### config.mk
export PLATFORM = sky130hd
export DESIGN_NAME = cbps_alu
export DESIGN_NICKNAME = d
export VERILOG_FILES = /design/src/rtl/cbps_pkg.sv /design/src/rtl/cbps_alu.sv
export SDC_FILE = /design/constraint.sdc
export NUM_CORES = 1
export LEC_CHECK = 0
export BUFFER_PORTS_ARGS = -buffer_cell sky130_fd_sc_hd__buf_2
export CORE_ASPECT_RATIO = 0.7
export CORE_MARGIN = 10
export CORE_UTILIZATION = 38
export DETAILED_ROUTE_END_ITERATION = 7
export PLACE_DENSITY = 0.74
export SYNTH_ARGS = -nofsm -noshare
export SYNTH_HDL_FRONTEND = slang
export SYNTH_SLANG_ARGS = --single-unit
### constraint.sdc
create_clock -name vclk -period 6.58
set_input_delay 0.987 -clock vclk [all_inputs]
set_output_delay 0.987 -clock vclk [all_outputs]
set_load 0.1 [all_outputs]
### src/rtl/cbps_pkg.sv
`default_nettype none

package cbps_pkg;

    // table sizes
    localparam int NUM_CLASSES = 26;
    localparam int CAPACITY    = 64;

    // field widths
    localparam int OP_W     = 2;
    localparam int CLASS_W  = 5;
    localparam int REQ_W    = 16;
    localparam int ID_W     = 16;
    localparam int STATUS_W = 2;
    localparam int BOOST_W  = 32;
    localparam int PRIO_W   = 33;
    localparam int EFF_W    = 34;
    localparam int STAMP_W  = 32;

    // operation codes
    localparam logic [OP_W-1:0] OP_ARRIVE = 2'd0;
    localparam logic [OP_W-1:0] OP_BOOST  = 2'd1;
    localparam logic [OP_W-1:0] OP_SERVE  = 2'd2;

    // status codes
    localparam logic [STATUS_W-1:0] ST_ACCEPTED = 2'd0;
    localparam logic [STATUS_W-1:0] ST_SERVED   = 2'd1;
    localparam logic [STATUS_W-1:0] ST_EMPTY    = 2'd2;
    localparam logic [STATUS_W-1:0] ST_FULL     = 2'd3;

    // one row of the client table
    typedef struct packed {
        logic [CLASS_W-1:0] cls;
        logic [PRIO_W-1:0]  prio;
        logic [STAMP_W-1:0] stamp;
        logic [ID_W-1:0]    id;
    } entry_t;

endpackage

`default_nettype wire

### src/rtl/cbps_alu.sv
`default_nettype none

module cbps_alu
    import cbps_pkg::*;
(
    input  wire logic signed [EFF_W-1:0] a,
    input  wire logic signed [EFF_W-1:0] b,
    input  wire logic                    sub,
    input  wire logic signed [EFF_W-1:0] cmp_val,
    output logic signed [EFF_W-1:0]      sum,
    output logic                         sum_gt,
    output logic                         sum_eq
);

    // shared add/subtract followed by a signed compare
    assign sum    = sub ? (a - b) : (a + b);
    assign sum_gt = sum > cmp_val;
    assign sum_eq = sum == cmp_val;

endmodule

`default_nettype wire

==> results of run 1 <==
==> cells in the final DEF, fill, tap and decap left out, types with 10 or more instances in the layout <==
| cell | instances |
|---|---|
| a21o_1 | 31 |
| a21oi_1 | 55 |
| a21oi_2 | 12 |
| buf_2 | 135 |
| buf_4 | 59 |
| ha_1 | 63 |
| inv_1 | 51 |
| nand2_1 | 25 |
| nand4_1 | 10 |
| nor2_1 | 37 |
| o21ai_0 | 13 |
| xnor2_1 | 34 |
==> power groups by stage <==
stage | Combinational [mW] | Clock [mW] | Sequential (mW)
6_report | 1.47 | 0 | 0
5_1_grt | 1.55 | 0 | 0
4_1_cts | 1.43 | 0 | 0
3_5_place_dp | 1.42 | 0 | 0
3_3_place_gp | 1.40 | 0 | 0
2_1_floorplan | 1.10 | 0 | 0
==> worst min-delay path: stages <==
cell	delay, ns
buf_2	0.09
inv_1	0.05
ha_1	0.17
inv_1	0.04
buf_2	0.28
==> final cells by class <==
| class | count | area [µm²] |
|---|---|---|
| inverter | 51 | 191 |
| tap | 124 | 155 |
| timing repair buffer | 198 | 1180 |
| multi-input combinational | 442 | 3950 |
| fill | 842 | 3600 |
==> cells by family after synthesis <==
family,Yosys count
buf+inv,60
fa+ha+maj,69
xor+xnor,63
simple gates,144
compound gates,164
mux,2
==> through the flow <==
stage	TNS, ns	power (mW)	util [%]	hold WS, ns	worst slack (ns)
global placement	-0.0132	1.40	57.9	2.61	-0.0132
detailed placement	-0.163	1.42	57.9	2.59	-0.163
global route	-0.646	1.55	60.4	2.64	-0.386
finish	-0.215	1.47	60.4	2.61	-0.173
floorplan	-0.817	1.10	-	2.39	-0.451
CTS	-0.116	1.43	58.0	2.60	-0.116
==> what timing repair did <==
action                                  4_1_cts  5_1_grt
pin swaps                                     1       17
endpoints found under the setup margin        1        2
buffers inserted                              0        5
hold buffers                                  0        0
resized for setup                             3       34
==> worst paths after layout <==
| path | from | to | slack (ns) | depth (start not counted) |
|---|---|---|---|---|
| max | b[13] | sum_gt | -0.17 | 22 |
| min | a[0] | sum[0] | 2.61 | 5 |
==> Yosys cell counts (2+ instances only) <==
library cell / number
o211ai_1: 3
o21ai_1: 2
a31oi_1: 3
nand4_1: 10
and4_1: 2
o2111ai_1: 3
o211a_1: 2
a211o_1: 4
nand2b_1: 2
a221oi_1: 2
clkbuf_1: 8
a21oi_1: 66
ha_1: 68
o21ai_0: 18
a211oi_1: 4
nor2b_1: 5
xnor2_1: 48
and3_1: 10
nor4_1: 5
nor2_1: 40
nor3_1: 9
nor3_4: 2
o21bai_1: 6
nand2_1: 26
mux2i_1: 2
and2_1: 5
nand3_1: 11
xor2_1: 14
or3_1: 5
a21o_1: 31
inv_1: 51
a2111oi_0: 2
or2_2: 2
o21a_1: 6
==> metal layers <==
metal / vias up / global-route usage, % / wire length, µm
met5: - / 0 / 0
met4: 0 / 0.990 / 73
met3: 10 / 2.49 / 1020
met2: 172 / 30.4 / 6280
met1: 2044 / 25.1 / 6250
li1: 2200 / - / -
==> results_dict.tcl, run 1 <==
set metrics [dict create \
    place.gp.congestion 0.947 \
    grt_pass1_wl_um 21100 \
    grt_pass1_vias 4372 \
    p_sw_share_pct 69.3 \
    critPathTopFamily "simple AND/OR/NAND/NOR gates" \
    routed_wl_um 13600 \
    final_design_area_no_fill_um2 5480 \
    seq_cell_count 0 \
    ant_nets 0 \
    yosys.area_share.simple_pct 21.7 \
    yosys_warnings 0 \
    synthTopCellsByArea "ha_1 (24%), xnor2_1 (12%), a21oi_1 (9.4%), a21o_1 (6.6%), inv_1 (5.4%)" \
    synth_top_family_by_area "compound AO/OA/AOI/OAI gates" \
    ys_seq_area_share_pct 0 \
    startpoint_type "input port" \
    cp_common_cell "or3_4" \
    path_class "input port to output port" \
    num_vias 4426 \
    synth_area_um2 3530 \
    end_kind "output port" \
    muxShareOfSynthArea_pct 0.567 \
    drive_above_1_share_pct 40.7 \
    drt-initial-drc-count 280 \
    synthCells 502 \
    drc 0 \
    post_drt_wl_per_cell_um 16.7 \
    final-setup-viol-count 2 \
    die-width_um 135 \
    synthAdderAreaFrac_pct 24.7 \
    synth_xor_area_share_pct 15.8 \
    antenna_found_initial 0 \
    clock.fmax_mhz 148 \
    drtPass1Iterations 5 \
    critPathBufInv 2 \
    track_usage_pct 18.1 \
    setup_ws_ns -0.173 \
    place_area_um2 5250 \
    p_clk_share_pct 0 \
    max-slew-margin-rel_pct 66.2 \
    crit_arrival_ns 5.77 \
    sequentialPowerShare_pct 0 \
    std_cell_rows 29 \
    placed_cells 810 \
    netlist.area_leader.share_pct 24.1 \
    grt_max_degree 14 \
    cp_max_fo 5 \
    area_growth_syn_to_layout_pct 55.1 \
    drv_cap 0 \
    die-area_um2 13600 \
    power.switching_mw 1.02 \
    rsz0062_at_grt "true" \
    regArea_um2 0 \
    cp_slowest_cell "or3_4" \
    nets 865 \
    hold_viol 0 \
    yosysTopAreaCell "ha_1" \
    ios 139 \
    min_path_type "input port to output port" \
    critPathMaxStageDelay_ns 0.38 \
    cp.required_ns 5.59 \
    status "complete, but fails checks" \
    hpwl_um 12100 \
    antenna_cells 0 \
    ys_types 59 \
    syn_area_per_cell_um2 7.03 \
    tightest_slew_ns 0.493 \
    intPower_mw 0.450 \
    die_h_um 101 \
    num-clock-buffers 0 \
    p_leak_nw 2.81 \
    cp_cell_sequence "buf_6 > or3_4 > or3_4 > nor3_4 > and3_4 > nor2_4 > xnor2_2 > ha_4 > a21o_1 > a31o_4 > a211oi_2 > a21oi_2 > or3_4 > o21ai_4 > xnor2_4 > ha_4 > nand4_1 > nor4_4 > nand3_1 > nand3_2 > mux2i_4 > buf_12" \
    synth_compound_area_share_pct 30.8 \
    fin_crit_sh_pct 103 \
    violations "negative setup slack" \
    core-area_um2 9070 \
    max-vdd-ir-drop_mv 0.144 \
    start_util_pct 38.9 \
    final.min_clock_period_ns 6.75 \
    synth_fp_nets 674 \
    power_density_nw_per_um2 268 \
    portBuffers 139 \
    fin_cells 815 \
    overflow 0 \
    final_max_slew_viol_count 0 \
    vias_per_cell 5.43 \
    power_frac_comb_pct 100.0 \
]
Note: power is estimated with default switching activity, not from simulation.
==> inputs of run 2 (changes only) <==
--- a/config.mk
+++ b/config.mk
@@ -7,7 +7,7 @@
 export LEC_CHECK = 0
 export BUFFER_PORTS_ARGS = -buffer_cell sky130_fd_sc_hd__buf_2
 export CORE_ASPECT_RATIO = 0.7
-export CORE_MARGIN = 10
+export CORE_MARGIN = 3
 export CORE_UTILIZATION = 38
 export DETAILED_ROUTE_END_ITERATION = 7
 export PLACE_DENSITY = 0.74
==> constraint.sdc (replaced) <==
create_clock -name vclk -period 8.7
set_input_delay 1.305 -clock vclk [all_inputs]
set_output_delay 1.305 -clock vclk [all_outputs]
set_load 0.1 [all_outputs]
==> results_dict.tcl, run 2 (synthesis results as in run 1) <==
set metrics [dict create \
    clock.fmax_mhz 122 \
    die-area_um2 10500 \
    layout_common_cells "buf_2 (139), ha_1 (68), a21oi_1 (66), inv_1 (51), nor2_1 (40)" \
    hold_viol 0 \
    grt_pass1_vias 3930 \
    portBuffers 139 \
    finalPower_mw 0.947 \
    cp.required_ns 7.39 \
    fin_crit_sh_pct 94.2 \
    p_sw_share_pct 74.9 \
    vias_per_cell 5.57 \
    ios 139 \
    nets 806 \
    drv_cap 0 \
    track_usage_pct 21.5 \
    max-slew-margin-rel_pct 59.6 \
    cts_resized 0 \
    post_drt_wl_per_cell_um 15.8 \
    power_frac_comb_pct 100.0 \
    final.min_clock_period_ns 8.19 \
    cp_max_fo 6 \
    finalSetupTns_ns 0 \
    std_cell_rows 28 \
    tightest_slew_ns 0.606 \
    drt-initial-drc-count 316 \
    antenna_found_initial 0 \
    grt_pass1_wl_um 18800 \
    power_density_nw_per_um2 213 \
    seq_cell_count 0 \
    die_h_um 86.6 \
    path_class "input port to output port" \
    routed_wl_um 11900 \
    overflow 0 \
    crit_arrival_ns 6.89 \
    startpoint_type "input port" \
    sequentialPowerShare_pct 0 \
    area_growth_syn_to_layout_pct 26.0 \
    final_max_slew_viol_count 0 \
    drc 0 \
    regArea_um2 0 \
    ant_nets 0 \
    num_vias 4191 \
    layout_commonest_cell "buf_2" \
    status "finished, final reports clean" \
    die-width_um 121 \
    final-setup-viol-count 0 \
    min_path_type "input port to output port" \
    core-area_um2 8720 \
    drtPass1Iterations 5 \
    drive_above_1_share_pct 26.7 \
    p_clk_share_pct 0 \
    antenna_cells 0 \
    holdPathStages 4 \
    intPower_mw 0.238 \
    num-clock-buffers 0 \
    place.gp.congestion 0.963 \
    p_leak_nw 2.39 \
    end_kind "output port" \
    post_cts_buffers 0 \
    max-vdd-ir-drop_mv 0.104 \
    holdWs_ns 3.27 \
    grt_max_degree 34 \
    rsz0062_at_grt "false" \
    hpwl_um 10700 \
    power.switching_mw 0.710 \
    cts_hold_buf 0 \
    start_util_pct 40.5 \
]
run 2: worst max-delay path: stages:
cell	delay (ns)
buf_2	0.13
or3_1	0.40
or3_1	0.38
nor3_4	0.19
and3_1	0.23
nor2_1	0.06
xnor2_1	0.26
ha_1	0.35
a21o_1	0.20
a2111oi_0	0.46
a21oi_1	0.20
a31oi_1	0.50
o41ai_2	0.18
xor2_2	0.17
ha_1	0.32
nand4_1	0.15
nor4_1	0.47
nand3_1	0.13
nand3_1	0.13
mux2i_2	0.22
buf_2	0.45
run 2: layout make-up:
class	instances	area (µm²)
fill	892	4280
inverter	51	191
multi-input combinational	442	3410
tap	120	150
timing repair buffer	139	696
run 2: per-layer routing:
| metal | up-vias | part of all wire [%] | global-route usage [%] |
|---|---|---|---|
| li1 | 2092 | - | - |
| met1 | 1912 | 50 | 33.2 |
| met2 | 177 | 42 | 34.0 |
| met3 | 10 | 7.8 | 2.02 |
| met4 | 0 | 0.44 | 0.712 |
| met5 | - | 0 | 0 |
run 2: power by group through the flow:
stage	clock (mW)	sequential, mW	combinational, mW
6_report	0	0	0.947
5_1_grt	0	0	1.00
4_1_cts	0	0	0.944
3_5_place_dp	0	0	0.942
3_3_place_gp	0	0	0.924
2_1_floorplan	0	0	0.760
run 2: final timing paths:
kind / from / endpoint
worst min-delay path: a[32] / sum[32]
worst max-delay path: b[12] / sum_gt
run 2: stage by stage:
stage               area [µm²]  setup WS [ns]  utilization [%]  instances
floorplan                 3640         0.0675                -        502
global placement          4450          0.803             51.0        752
detailed placement        4450          0.630             51.0        752
CTS                       4450          0.605             51.0        752
global route              4450         0.0779             51.0        752
finish                    4450          0.508             51.0        752
==> inputs of run 3 (changes only) <==
==> constraint.sdc (replaced) <==
create_clock -name vclk -period 8.9
set_input_delay 1.335 -clock vclk [all_inputs]
set_output_delay 1.335 -clock vclk [all_outputs]
set_load 0.1 [all_outputs]
==> results_dict.tcl, run 3 (synthesis results as in run 1) <==
set metrics [dict create \
    status "finished, final reports clean" \
    final_design_area_no_fill_um2 4400 \
    antenna_cells 0 \
    crit_arrival_ns 6.83 \
    min_path_type "input port to output port" \
    p_leak_nw 2.36 \
    die-area_um2 10500 \
    grt_pass1_wl_um 18800 \
    layout_common_cells "buf_2 (139), ha_1 (68), a21oi_1 (66), inv_1 (51), xnor2_1 (44)" \
    ios 139 \
    p_sw_share_pct 75.2 \
    regArea_um2 0 \
    cp_slowest_cell "nor4_1" \
    finalSetupTns_ns 0 \
    p_clk_share_pct 0 \
    routed_wl_um 11800 \
    vias_per_cell 5.60 \
    hold_viol 0 \
    power_frac_comb_pct 100.0 \
    drv_cap 0 \
    startpoint_type "input port" \
    cts_hold_buf 0 \
    post_drt_wl_per_cell_um 15.6 \
    sequentialPowerShare_pct 0 \
    post_cts_buffers 0 \
    portBuffers 139 \
    core-area_um2 8720 \
    drtPass1Iterations 5 \
    cp.required_ns 7.57 \
    num-clock-buffers 0 \
    tightest_slew_ns 0.596 \
    preCtsSetupSlack_ns 0.847 \
    rsz0062_at_grt "false" \
    final.min_clock_period_ns 8.16 \
    nets 806 \
    track_usage_pct 21.3 \
    layout_commonest_cell "buf_2" \
    final-setup-viol-count 0 \
    cp_cell_sequence "buf_2 > nor4_1 > nand4_1 > nor2_1 > a21oi_1 > xnor2_1 > ha_1 > nand2_1 > a221oi_1 > o2111ai_1 > a41o_1 > a21oi_1 > o21ai_0 > xnor2_2 > ha_1 > nand4_1 > nor4_1 > nand3_1 > nand3_1 > mux2i_2 > buf_2" \
    max-vdd-ir-drop_mv 0.134 \
    drt-initial-drc-count 305 \
    std_cell_rows 28 \
    drc 0 \
    power.switching_mw 0.687 \
    seq_cell_count 0 \
    area_growth_syn_to_layout_pct 24.7 \
    end_kind "output port" \
    clock.fmax_mhz 123 \
    place.gp.congestion 0.955 \
    postLayoutCoreUtil_pct 50.5 \
    critPathTopFamily "simple AND/OR/NAND/NOR gates" \
    crit_start "b[4]" \
    die-width_um 121 \
    hp-start "b[0]" \
    overflow 0 \
    max-slew-margin-rel_pct 59.9 \
    critPathBufInv 2 \
    cts_resized 0 \
    num_vias 4210 \
    grt_pass1_vias 3902 \
    ant_nets 0 \
    cp_max_fo 7 \
    path_class "input port to output port" \
    hpwl_um 10500 \
    power_density_nw_per_um2 207 \
    start_util_pct 40.5 \
    final_max_slew_viol_count 0 \
    fin_crit_sh_pct 91.7 \
    intPower_mw 0.226 \
    antenna_found_initial 0 \
    critPathMaxStageDelay_ns 0.55 \
    die_h_um 86.6 \
    setup_ws_ns 0.739 \
    drive_above_1_share_pct 25.8 \
    place_area_um2 4400 \
    grt_max_degree 34 \
]
-- run 3: final timing paths --
| kind | to | depth (start not counted) |
|---|---|---|
| worst max-delay path | sum_gt | 21 |
| worst min-delay path | sum[0] | 4 |
-- run 3: stage by stage --
step | std cells | hold WS (ns) | total power, mW
floorplan | 502 | 3.12 | 0.735
global placement | 752 | 3.30 | 0.895
detailed placement | 752 | 3.30 | 0.909
CTS | 752 | 3.30 | 0.911
global route | 752 | 3.34 | 0.972
finish | 752 | 3.29 | 0.913
-- run 3: power groups by stage --
stage,logic (mW),clock network (mW),registers [mW]
finish,0.913,0,0
CTS,0.911,0,0
detailed placement,0.909,0,0
floorplan,0.735,0,0
global placement,0.895,0,0
global route,0.972,0,0
-- run 3: cell type report --
class | instances | area [µm²]
Inverter | 51 | 191
Tap cell | 120 | 150
Fill cell | 891 | 4320
Timing Repair Buffer | 139 | 696
Multi-Input combinational cell | 442 | 3360
-- run 3: tightest hold or removal path: cells and delay by family --
kind | cells | cell delay (ns)
buf+inv | 3 | 0.44
fa+ha+maj | 1 | 0.17
-- run 3: per-layer routing --
layer	vias to the layer above	routed length [µm]	global-route usage (%)
met2	197	4880	33.1
met5	-	0	0
li1	2095	-	-
met3	8	973	1.04
met1	1910	5840	33.7
met4	0	64	1.12
