==> config.mk <==
export PLATFORM = sky130hd
export DESIGN_NAME = cbps_boost_mem
export DESIGN_NICKNAME = d
export VERILOG_FILES = /design/src/rtl/cbps_pkg.sv /design/src/rtl/cbps_boost_mem.sv
export SDC_FILE = /design/constraint.sdc
export NUM_CORES = 1
export LEC_CHECK = 0
export BUFFER_PORTS_ARGS = -buffer_cell sky130_fd_sc_hd__buf_2
export CELL_PAD_IN_SITES_DETAIL_PLACEMENT = 1
export CELL_PAD_IN_SITES_GLOBAL_PLACEMENT = 1
export CORE_MARGIN = 2
export CORE_UTILIZATION = 45
export DETAILED_ROUTE_END_ITERATION = 7
export GPL_TIMING_DRIVEN = 0
export PLACE_DENSITY_LB_ADDON = 0.25
export SLEW_MARGIN = 20
export SYNTH_ARGS = -nofsm -noshare
export SYNTH_HDL_FRONTEND = slang
export SYNTH_SLANG_ARGS = --single-unit
==> constraint.sdc <==
create_clock -name clk -period 2.01 [get_ports clk]
set_clock_uncertainty 0.2 [all_clocks]
set_input_delay 0.402 -clock clk [delete_from_list [all_inputs] [get_ports clk]]
set_output_delay 0.402 -clock clk [all_outputs]
set_load 0.03 [all_outputs]
==> src/rtl/cbps_pkg.sv <==
`default_nettype none

package cbps_pkg;

    // table sizes
    localparam int NUM_CLASSES = 26;
    localparam int CAPACITY    = 64;

    // field widths
    localparam int OP_W     = 2;
    localparam int CLASS_W  = 5;
    localparam int REQ_W    = 16;
    localparam int ID_W     = 16;
    localparam int STATUS_W = 2;
    localparam int BOOST_W  = 32;
    localparam int PRIO_W   = 33;
    localparam int EFF_W    = 34;
    localparam int STAMP_W  = 32;

    // operation codes
    localparam logic [OP_W-1:0] OP_ARRIVE = 2'd0;
    localparam logic [OP_W-1:0] OP_BOOST  = 2'd1;
    localparam logic [OP_W-1:0] OP_SERVE  = 2'd2;

    // status codes
    localparam logic [STATUS_W-1:0] ST_ACCEPTED = 2'd0;
    localparam logic [STATUS_W-1:0] ST_SERVED   = 2'd1;
    localparam logic [STATUS_W-1:0] ST_EMPTY    = 2'd2;
    localparam logic [STATUS_W-1:0] ST_FULL     = 2'd3;

    // one row of the client table
    typedef struct packed {
        logic [CLASS_W-1:0] cls;
        logic [PRIO_W-1:0]  prio;
        logic [STAMP_W-1:0] stamp;
        logic [ID_W-1:0]    id;
    } entry_t;

endpackage

`default_nettype wire

==> src/rtl/cbps_boost_mem.sv <==
`default_nettype none

module cbps_boost_mem
    import cbps_pkg::*;
(
    input  wire logic                clk,
    input  wire logic                rst_n,
    input  wire logic                wr_en,
    input  wire logic [CLASS_W-1:0]  wr_class,
    input  wire logic [BOOST_W-1:0]  wr_boost,
    input  wire logic                rd_en,
    input  wire logic [CLASS_W-1:0]  rd_class,
    output logic [BOOST_W-1:0]       rd_boost
);

    localparam int BW = $clog2(NUM_CLASSES);

    logic [BOOST_W-1:0]     mem [NUM_CLASSES];
    logic [NUM_CLASSES-1:0] written_reg;
    logic [BOOST_W-1:0]     rd_data_reg;
    logic                   rd_ok_reg;
    logic                   wr_in_range;
    logic                   rd_in_range;

    // classes past the table always read as zero boost
    assign wr_in_range = {1'b0, wr_class} < (CLASS_W+1)'(NUM_CLASSES);
    assign rd_in_range = {1'b0, rd_class} < (CLASS_W+1)'(NUM_CLASSES);

    // written flags stand in for the all-zero reset of the table
    always_ff @(posedge clk or negedge rst_n)
    begin
        if (!rst_n)
        begin
            written_reg <= '0;
            rd_ok_reg   <= 1'b0;
        end
        else
        begin
            if (wr_en && wr_in_range)
            begin
                written_reg[wr_class[BW-1:0]] <= 1'b1;
            end
            if (rd_en)
            begin
                rd_ok_reg <= rd_in_range && written_reg[rd_class[BW-1:0]];
            end
        end
    end

    // boost storage
    always_ff @(posedge clk)
    begin
        if (wr_en && wr_in_range)
        begin
            mem[wr_class[BW-1:0]] <= wr_boost;
        end
        if (rd_en && rd_in_range)
        begin
            rd_data_reg <= mem[rd_class[BW-1:0]];
        end
    end

    assign rd_boost = rd_ok_reg ? rd_data_reg : '0;

endmodule

`default_nettype wire

==> results of run 1 <==
## layout make-up
class / count / area [um2]
flip-flops and latches: 891 / 26620
well taps: 978 / 1224
multi-input cells: 550 / 7647
clock buffers: 110 / 2432
plain buffers: 81 / 714.4
repair buffers: 149 / 1730
clock inverters: 63 / 544.3
inverters: 2 / 7.507
fillers: 6443 / 34770
## worst paths after layout
| check | cells past startpoint | startpoint | to |
|---|---|---|---|
| min in group asynchronous | 2 | rst_n | written_reg[3] |
| hold / removal | 1 | wr_boost[3] | mem[20][3] |
| setup / recovery | 4 | rd_ok_reg | rd_boost[31] |
| hold reg to reg | 1 | written_reg[7] | written_reg[7] |
| max in group asynchronous | 2 | rst_n | rd_ok_reg |
| setup reg to reg | 4 | mem[23][11] | rd_data_reg[11] |
## kinds of logic (layout without fill, tap and decap cells)
group           Yosys count  count (layout)
flops                   891             891
mux                     330             330
simple gates            147             147
buf+inv                  85             405
compound gates           73              73
## layer usage
| metal | GRT usage, % | part of all wire (%) | vias to the layer above |
|---|---|---|---|
| li1 | - | - | 6882 |
| met3 | 4.047 | 6.5 | 139 |
| met4 | 8.474 | 3.1 | 0 |
| met1 | 32.27 | 41 | 8984 |
| met2 | 38.06 | 49 | 641 |
| met5 | 0 | 0 | - |
## synth_stat cells, types with 2 or more instances
cell / number / share of area, %
sky130_fd_sc_hd__edfxtp_1: 864 / 76
sky130_fd_sc_hd__mux4_2: 195 / 13
sky130_fd_sc_hd__mux2i_1: 98 / 2.9
sky130_fd_sc_hd__nand2_1: 39 / 0.43
sky130_fd_sc_hd__and2_1: 32 / 0.58
sky130_fd_sc_hd__mux2_2: 31 / 1.0
sky130_fd_sc_hd__nor2_1: 31 / 0.34
sky130_fd_sc_hd__clkbuf_1: 29 / 0.32
sky130_fd_sc_hd__or2_2: 29 / 0.53
sky130_fd_sc_hd__dfrtp_1: 27 / 2.0
sky130_fd_sc_hd__o211ai_1: 26 / 0.57
sky130_fd_sc_hd__o221ai_1: 26 / 0.66
sky130_fd_sc_hd__buf_2: 18 / 0.26
sky130_fd_sc_hd__buf_4: 18 / 0.39
sky130_fd_sc_hd__buf_1: 14 / 0.15
sky130_fd_sc_hd__mux2_4: 6 / 0.26
sky130_fd_sc_hd__nand2b_1: 6 / 0.11
sky130_fd_sc_hd__o211ai_2: 6 / 0.22
sky130_fd_sc_hd__o221ai_2: 6 / 0.26
sky130_fd_sc_hd__nand3_1: 5 / 0.073
sky130_fd_sc_hd__nor2b_1: 4 / 0.073
sky130_fd_sc_hd__a31oi_1: 2 / 0.036
sky130_fd_sc_hd__buf_6: 2 / 0.066
sky130_fd_sc_hd__buf_8: 2 / 0.088
sky130_fd_sc_hd__inv_1: 2 / 0.022
## worst reg2reg max path: stages, from the launching register on
cell	delay, ns
sky130_fd_sc_hd__edfxtp_1	0.37
sky130_fd_sc_hd__mux4_2	0.49
sky130_fd_sc_hd__mux2_4	0.31
sky130_fd_sc_hd__o211ai_1	0.30
sky130_fd_sc_hd__o221ai_2	0.17
## placed cells by master, fill, tap and decap left out, types with 6 or more instances in the layout
cell type                         n
sky130_fd_sc_hd__nor2_4          26
sky130_fd_sc_hd__mux2_2          13
sky130_fd_sc_hd__buf_2           60
sky130_fd_sc_hd__clkinv_1        26
sky130_fd_sc_hd__clkbuf_4        13
sky130_fd_sc_hd__buf_6           31
sky130_fd_sc_hd__buf_12          35
sky130_fd_sc_hd__o211ai_1        26
sky130_fd_sc_hd__edfxtp_1       864
sky130_fd_sc_hd__and2_1          18
sky130_fd_sc_hd__mux2i_1         94
sky130_fd_sc_hd__mux4_2         195
sky130_fd_sc_hd__dfrtp_1         26
sky130_fd_sc_hd__buf_8            9
sky130_fd_sc_hd__o211ai_2         6
sky130_fd_sc_hd__buf_16          10
sky130_fd_sc_hd__dlygate4sd3_1   30
sky130_fd_sc_hd__bufinv_16        7
sky130_fd_sc_hd__clkinv_2        18
sky130_fd_sc_hd__o221ai_1         8
sky130_fd_sc_hd__nand2_1         38
sky130_fd_sc_hd__o221ai_2        24
sky130_fd_sc_hd__and2_4          14
sky130_fd_sc_hd__or2_2           29
sky130_fd_sc_hd__buf_4           17
sky130_fd_sc_hd__clkbuf_2        11
sky130_fd_sc_hd__clkbuf_1        19
sky130_fd_sc_hd__clkbuf_16       95
sky130_fd_sc_hd__mux2_4          24
## power by group
group	total [uW]	internal (uW)	switching (uW)
clock	16800	9580	7260
sequential	20900	20800	130
combinational	2760	1170	1590
total	40500	31500	8990
## stage by stage
step                      cell area [um2]  setup slack, ns
after detailed placement            37010           -1.781
after global placement              35990           -1.864
after global routing                40920          -0.3122
after floorplan                     34400          -0.3055
after CTS                           40760          -0.3144
final                               40920          -0.2761
## repair_timing
item / 4_1_cts / 5_1_grt
endpoints found under the setup margin: 65 / 77
endpoints found under the hold margin: 628 / 0
gates resized for setup: 154 / 49
buffers inserted: 2 / 2
hold buffers: 30 / 0
pin swaps: 1 / 1
==> out/results.ini, run 1 <==
[sta]
worst-slew-pin-transition_ns=1.087
report.final.slew_viol_count=0
finalWorstSetupSlack_ns=-0.2761
fin_hold_ws_ns=0.02951
setup-tns-final_ns=-8.145
report.final.setup_viol=46
layout_min_cycle_time_ns=2.286
fmax_ghz=0.4374
slew_headroom_pct=27.56
grt_setup_unrepaired=true
final-hold-violation-count=0
min_period_over_period_pct=113.7

[power_and_ir_drop]
design_power_total_uw=40510
power_leakage_uw=0.01341
cellPowerDensity_mw_per_mm2=990.0
ir_worst_vdd_mv=0.7429

[global_route]
maximum_number_of_pins_on_one_net_before_global_route_repair=34
grt_antenna_before_repair=0
grt_first_pass_wirelength_mm=128.9
globalRoute.totalOverflow=0
grt_pass1_vias=18030
track_usage_pct=23.47

[critical_path]
critical_path.top_delay_family=flip-flops
critical_path_arrival_ns=1.68
slowest_delay_ns=0.48
crit_type=register to primary output
critPathMaxFanout=4
setup.worst_path.end_class=primary output
cpMaxStageDelayCell=sky130_fd_sc_hd__dfrtp_2
critical_path_buf_inv_count=3
critical_path.most_common_cell=sky130_fd_sc_hd__buf_6
critPathLaunchType=register
r2r_slack_ns=-0.09
timing.critical_path.cells=buf_4, buf_6, and2_4, buf_6
crit_required_ns=1.41

[floorplan]
floorplan.die.width_um=280.0
row_count=101
top_level_ports=78
initial_core_util_pct=45.28
die_boundary_height_um=280.0
area_of_the_core_region_mm2=0.07570
die_area_mm2=0.07839

[finish]
largest_register_ffs=832
nNetsFinal=1814
drive_above_1_share_pct=35.86
postLayoutCoreUtil_pct=54.06
syn_to_final_growth_pct=19.39
instances_no_fill=2824
num_antenna_cells=0

[yosys]
synth_top_family_by_area=multiplexers
synth-edff-count=864
avgSynthCellArea_um2=22.46
synth_xor_area_share_pct=0
post_synth_num_cell_types=33
synth-main-ff-cell=sky130_fd_sc_hd__edfxtp_1
synth_simple_gate_area_share_pct=2.165
postSynthCellCount=1526
synth.yosys.warnings=0
yosys_register_bits=891
synth-compound-area-share_pct=1.913
sequential_element_share_of_the_synthesized_area_pct=77.66
asyncSetResetFlopFracSynth_pct=3.030
post_synth_mux_area_share_pct=16.96
yosys.area_share.adder_pct=0
post_synthesis_cell_area_mm2=0.03428
synthesis.nets=1572

[clock_network]
root_buffer=sky130_fd_sc_hd__clkbuf_16
clock-sinks=891
h_tree_levels=3
tritoncts_clock_tree=yes
clock_latency_on_the_worst_skew_pair_ns=0.66
clk_transition_reported_paths_ns=0.06
numCtsBuffers=93
max-clock-path-buffers=3

[routing]
post-route-drc-count=0
final_antenna_net_count=0
num_vias=16650
wl_per_cell_um=31.84
finalWirelength_mm=89.91
detailedRoute.firstPassIterationCount=5
vias_per_cell=5.894
first_iter_violations=1882

[placement]
place.detailed.hpwl_mm=57.73
place_inst=2620
placement.io_buffers=74
place.gp.congestion=0.7396

[hold_path]
worst_hold_path_type=primary input to register

[run_status]
failing_checks=setup timing
outcome=complete, but fails checks

[flow_run]
drv.max_cap_violation_count=0

(Power assumes the default switching activity.)
==> run 2: changes to the inputs <==
--- a/config.mk
+++ b/config.mk
@@ -5,6 +5,7 @@
 export SDC_FILE = /design/constraint.sdc
 export NUM_CORES = 1
 export LEC_CHECK = 0
+export ABC_AREA = 1
 export BUFFER_PORTS_ARGS = -buffer_cell sky130_fd_sc_hd__buf_2
 export CELL_PAD_IN_SITES_DETAIL_PLACEMENT = 1
 export CELL_PAD_IN_SITES_GLOBAL_PLACEMENT = 1
==> out/results.ini, run 2 <==
[critical_path]
crit_required_ns=1.41
crit_type=register to primary output
critPathLaunchType=register
critPathMaxFanout=5
reg2regPathDepth=8
critical_path_arrival_ns=1.80
setup.worst_path.end_class=primary output

[finish]
most-common-layout-cells=sky130_fd_sc_hd__edfxtp_1, sky130_fd_sc_hd__nand2_1, sky130_fd_sc_hd__nor2_1, sky130_fd_sc_hd__o21ai_0, sky130_fd_sc_hd__nand3_1
largest_register_ffs=832
nNetsFinal=3197
drive_above_1_share_pct=16.41
postLayoutCoreUtil_pct=54.34
layout_commonest_cell=sky130_fd_sc_hd__edfxtp_1
design_area_mm2=0.04272
syn_to_final_growth_pct=20.08

[floorplan]
floorplan.die.width_um=285.2
top_level_ports=78
die_boundary_height_um=285.2
die_area_mm2=0.08132
row_count=103
initial_core_util_pct=45.25
area_of_the_core_region_mm2=0.07861

[placement]
placement.io_buffers=74
placedInstanceArea_mm2=0.03802
place.gp.congestion=0.8626
place.detailed.hpwl_mm=76.19
placement.setup.worst_slack_ns=-1.623

[run_status]
outcome=complete, but fails checks
failing_checks=hold timing, setup timing

[sta]
report.final.setup_viol=44
fin_hold_ws_ns=-0.05302
slew_headroom_pct=44.37
grt_setup_unrepaired=true
fmax_ghz=0.4158
worst-slew-pin-transition_ns=0.8320
layout_min_cycle_time_ns=2.405
report.final.slew_viol_count=0
min_period_over_period_pct=119.6
finalWorstSetupSlack_ns=-0.3948
final-hold-violation-count=4

[routing]
detailedRoute.firstPassIterationCount=5
wl_per_cell_um=28.03
first_iter_violations=3119
post-route-drc-count=0
vias_per_cell=5.850
final_antenna_net_count=0
finalWirelength_mm=119.9
num_vias=25020

[yosys]
synthesis.nets=2950
yosys.cell_count.top_type=sky130_fd_sc_hd__edfxtp_1
post_synth_most_frequent_cells=sky130_fd_sc_hd__edfxtp_1, sky130_fd_sc_hd__nand2_1, sky130_fd_sc_hd__nor2_1, sky130_fd_sc_hd__o21ai_0, sky130_fd_sc_hd__nand3_1
sequential_element_share_of_the_synthesized_area_pct=74.83
post_synth_num_cell_types=29
synth.yosys.warnings=0
post_synthesis_cell_area_mm2=0.03557
avgSynthCellArea_um2=12.25
synth-edff-count=864
synth_top_area_cell=sky130_fd_sc_hd__edfxtp_1
synth-main-ff-cell=sky130_fd_sc_hd__edfxtp_1
synth_top_cells_by_area=sky130_fd_sc_hd__edfxtp_1, sky130_fd_sc_hd__nand2_1, sky130_fd_sc_hd__nor2_1
postSynthCellCount=2904
synth_top_cell_area_share_pct=72.93
yosys_register_bits=891
asyncSetResetFlopFracSynth_pct=3.030

[clock_network]
clock-sinks=891
root_buffer=sky130_fd_sc_hd__clkbuf_16
cts_hold_repair.buffers=7
clock_latency_on_the_worst_skew_pair_ns=0.65
max-clock-path-buffers=3
numCtsBuffers=90
h_tree_levels=3
clk_transition_reported_paths_ns=0.07
tritoncts_clock_tree=yes

[power_and_ir_drop]
design_power_total_uw=41700
cellPowerDensity_mw_per_mm2=976.1
power_leakage_uw=0.01543
ir_worst_vdd_mv=0.5741

[global_route]
grt_first_pass_wirelength_mm=170.0
globalRoute.totalOverflow=0
grt_antenna_before_repair=4
track_usage_pct=28.65
grt_pass1_vias=26160
maximum_number_of_pins_on_one_net_before_global_route_repair=34

[hold_path]
worst_hold_path_type=primary input to register
hold_depth=2

[flow_run]
drv.max_cap_violation_count=0

==> run 2: worst max-delay path: stages (launching register included) <==
cell                        delay, ns
sky130_fd_sc_hd__dfrtp_2         0.55
sky130_fd_sc_hd__clkbuf_16       0.25
sky130_fd_sc_hd__buf_12          0.14
sky130_fd_sc_hd__nand2_4         0.05
sky130_fd_sc_hd__inv_2           0.05
sky130_fd_sc_hd__buf_6           0.12
==> run 2: worst paths after layout <==
kind | startpoint | to | slack [ns]
min reg2reg | written_reg[3] | written_reg[3] | 0.28
min in group asynchronous | rst_n | written_reg[25] | 0.22
max in group asynchronous | rst_n | rd_ok_reg | 0.87
max reg2reg | mem[1][24] | rd_data_reg[24] | 0.20
min | wr_class[2] | mem[24][28] | -0.05
max | rd_ok_reg | rd_boost[16] | -0.39
==> run 2: power by group <==
group          switching, uW  internal (uW)
combinational           2380            950
sequential               122          20700
clock                   7170          10400
==> run 2: cell families (layout without fill, tap and decap cells) <==
kind of cell / count (synthesis) / count (layout) / share of synthesized area [%]
and+or+nand+nor: 1216 / 1218 / 13.81
DFF: 891 / 891 / 74.83
AOI/OAI and AO/OA: 525 / 525 / 7.889
buffers and inverters: 272 / 590 / 3.468
other: 0 / 3 / 0
==> run 2: routing by layer <==
layer / part of all wire [%] / track usage (%) / vias to the layer above
li1: - / - / 10740
met4: 4.2 / 11.91 / 0
met3: 8.5 / 4.984 / 261
met2: 48 / 47.26 / 1216
met5: 0 / 0 / -
met1: 39 / 37.66 / 12810
==> run 2: what timing repair did <==
| action | in CTS | in global routing |
|---|---|---|
| pin swaps | 27 | 18 |
| endpoints found under the hold margin | 34 | 4 |
| setup endpoints to repair | 624 | 241 |
| gates resized for setup | 194 | 95 |
| buffers inserted | 27 | 17 |
| gates cloned | 3 | 0 |
==> run 2: area by class of cell <==
class                   count  area (um2)
well taps                1050        1314
repair buffers            154        2018
clock inverters            53       603.1
flip-flops and latches    891       26620
plain buffers             174        1102
clock buffers             112        2441
inverters                  97       422.9
fillers                  7863       35900
multi-input cells        1743        8185
diodes                      3       7.507
==> run 2: metrics by stage <==
stage          instances  TNS [ns]
3_3_place_gp        4028   -880.36
4_1_cts             4250    -45.32
5_1_grt             4275    -11.24
3_5_place_dp        4049   -714.68
2_1_floorplan       2904    -68.80
6_report            4277    -11.51
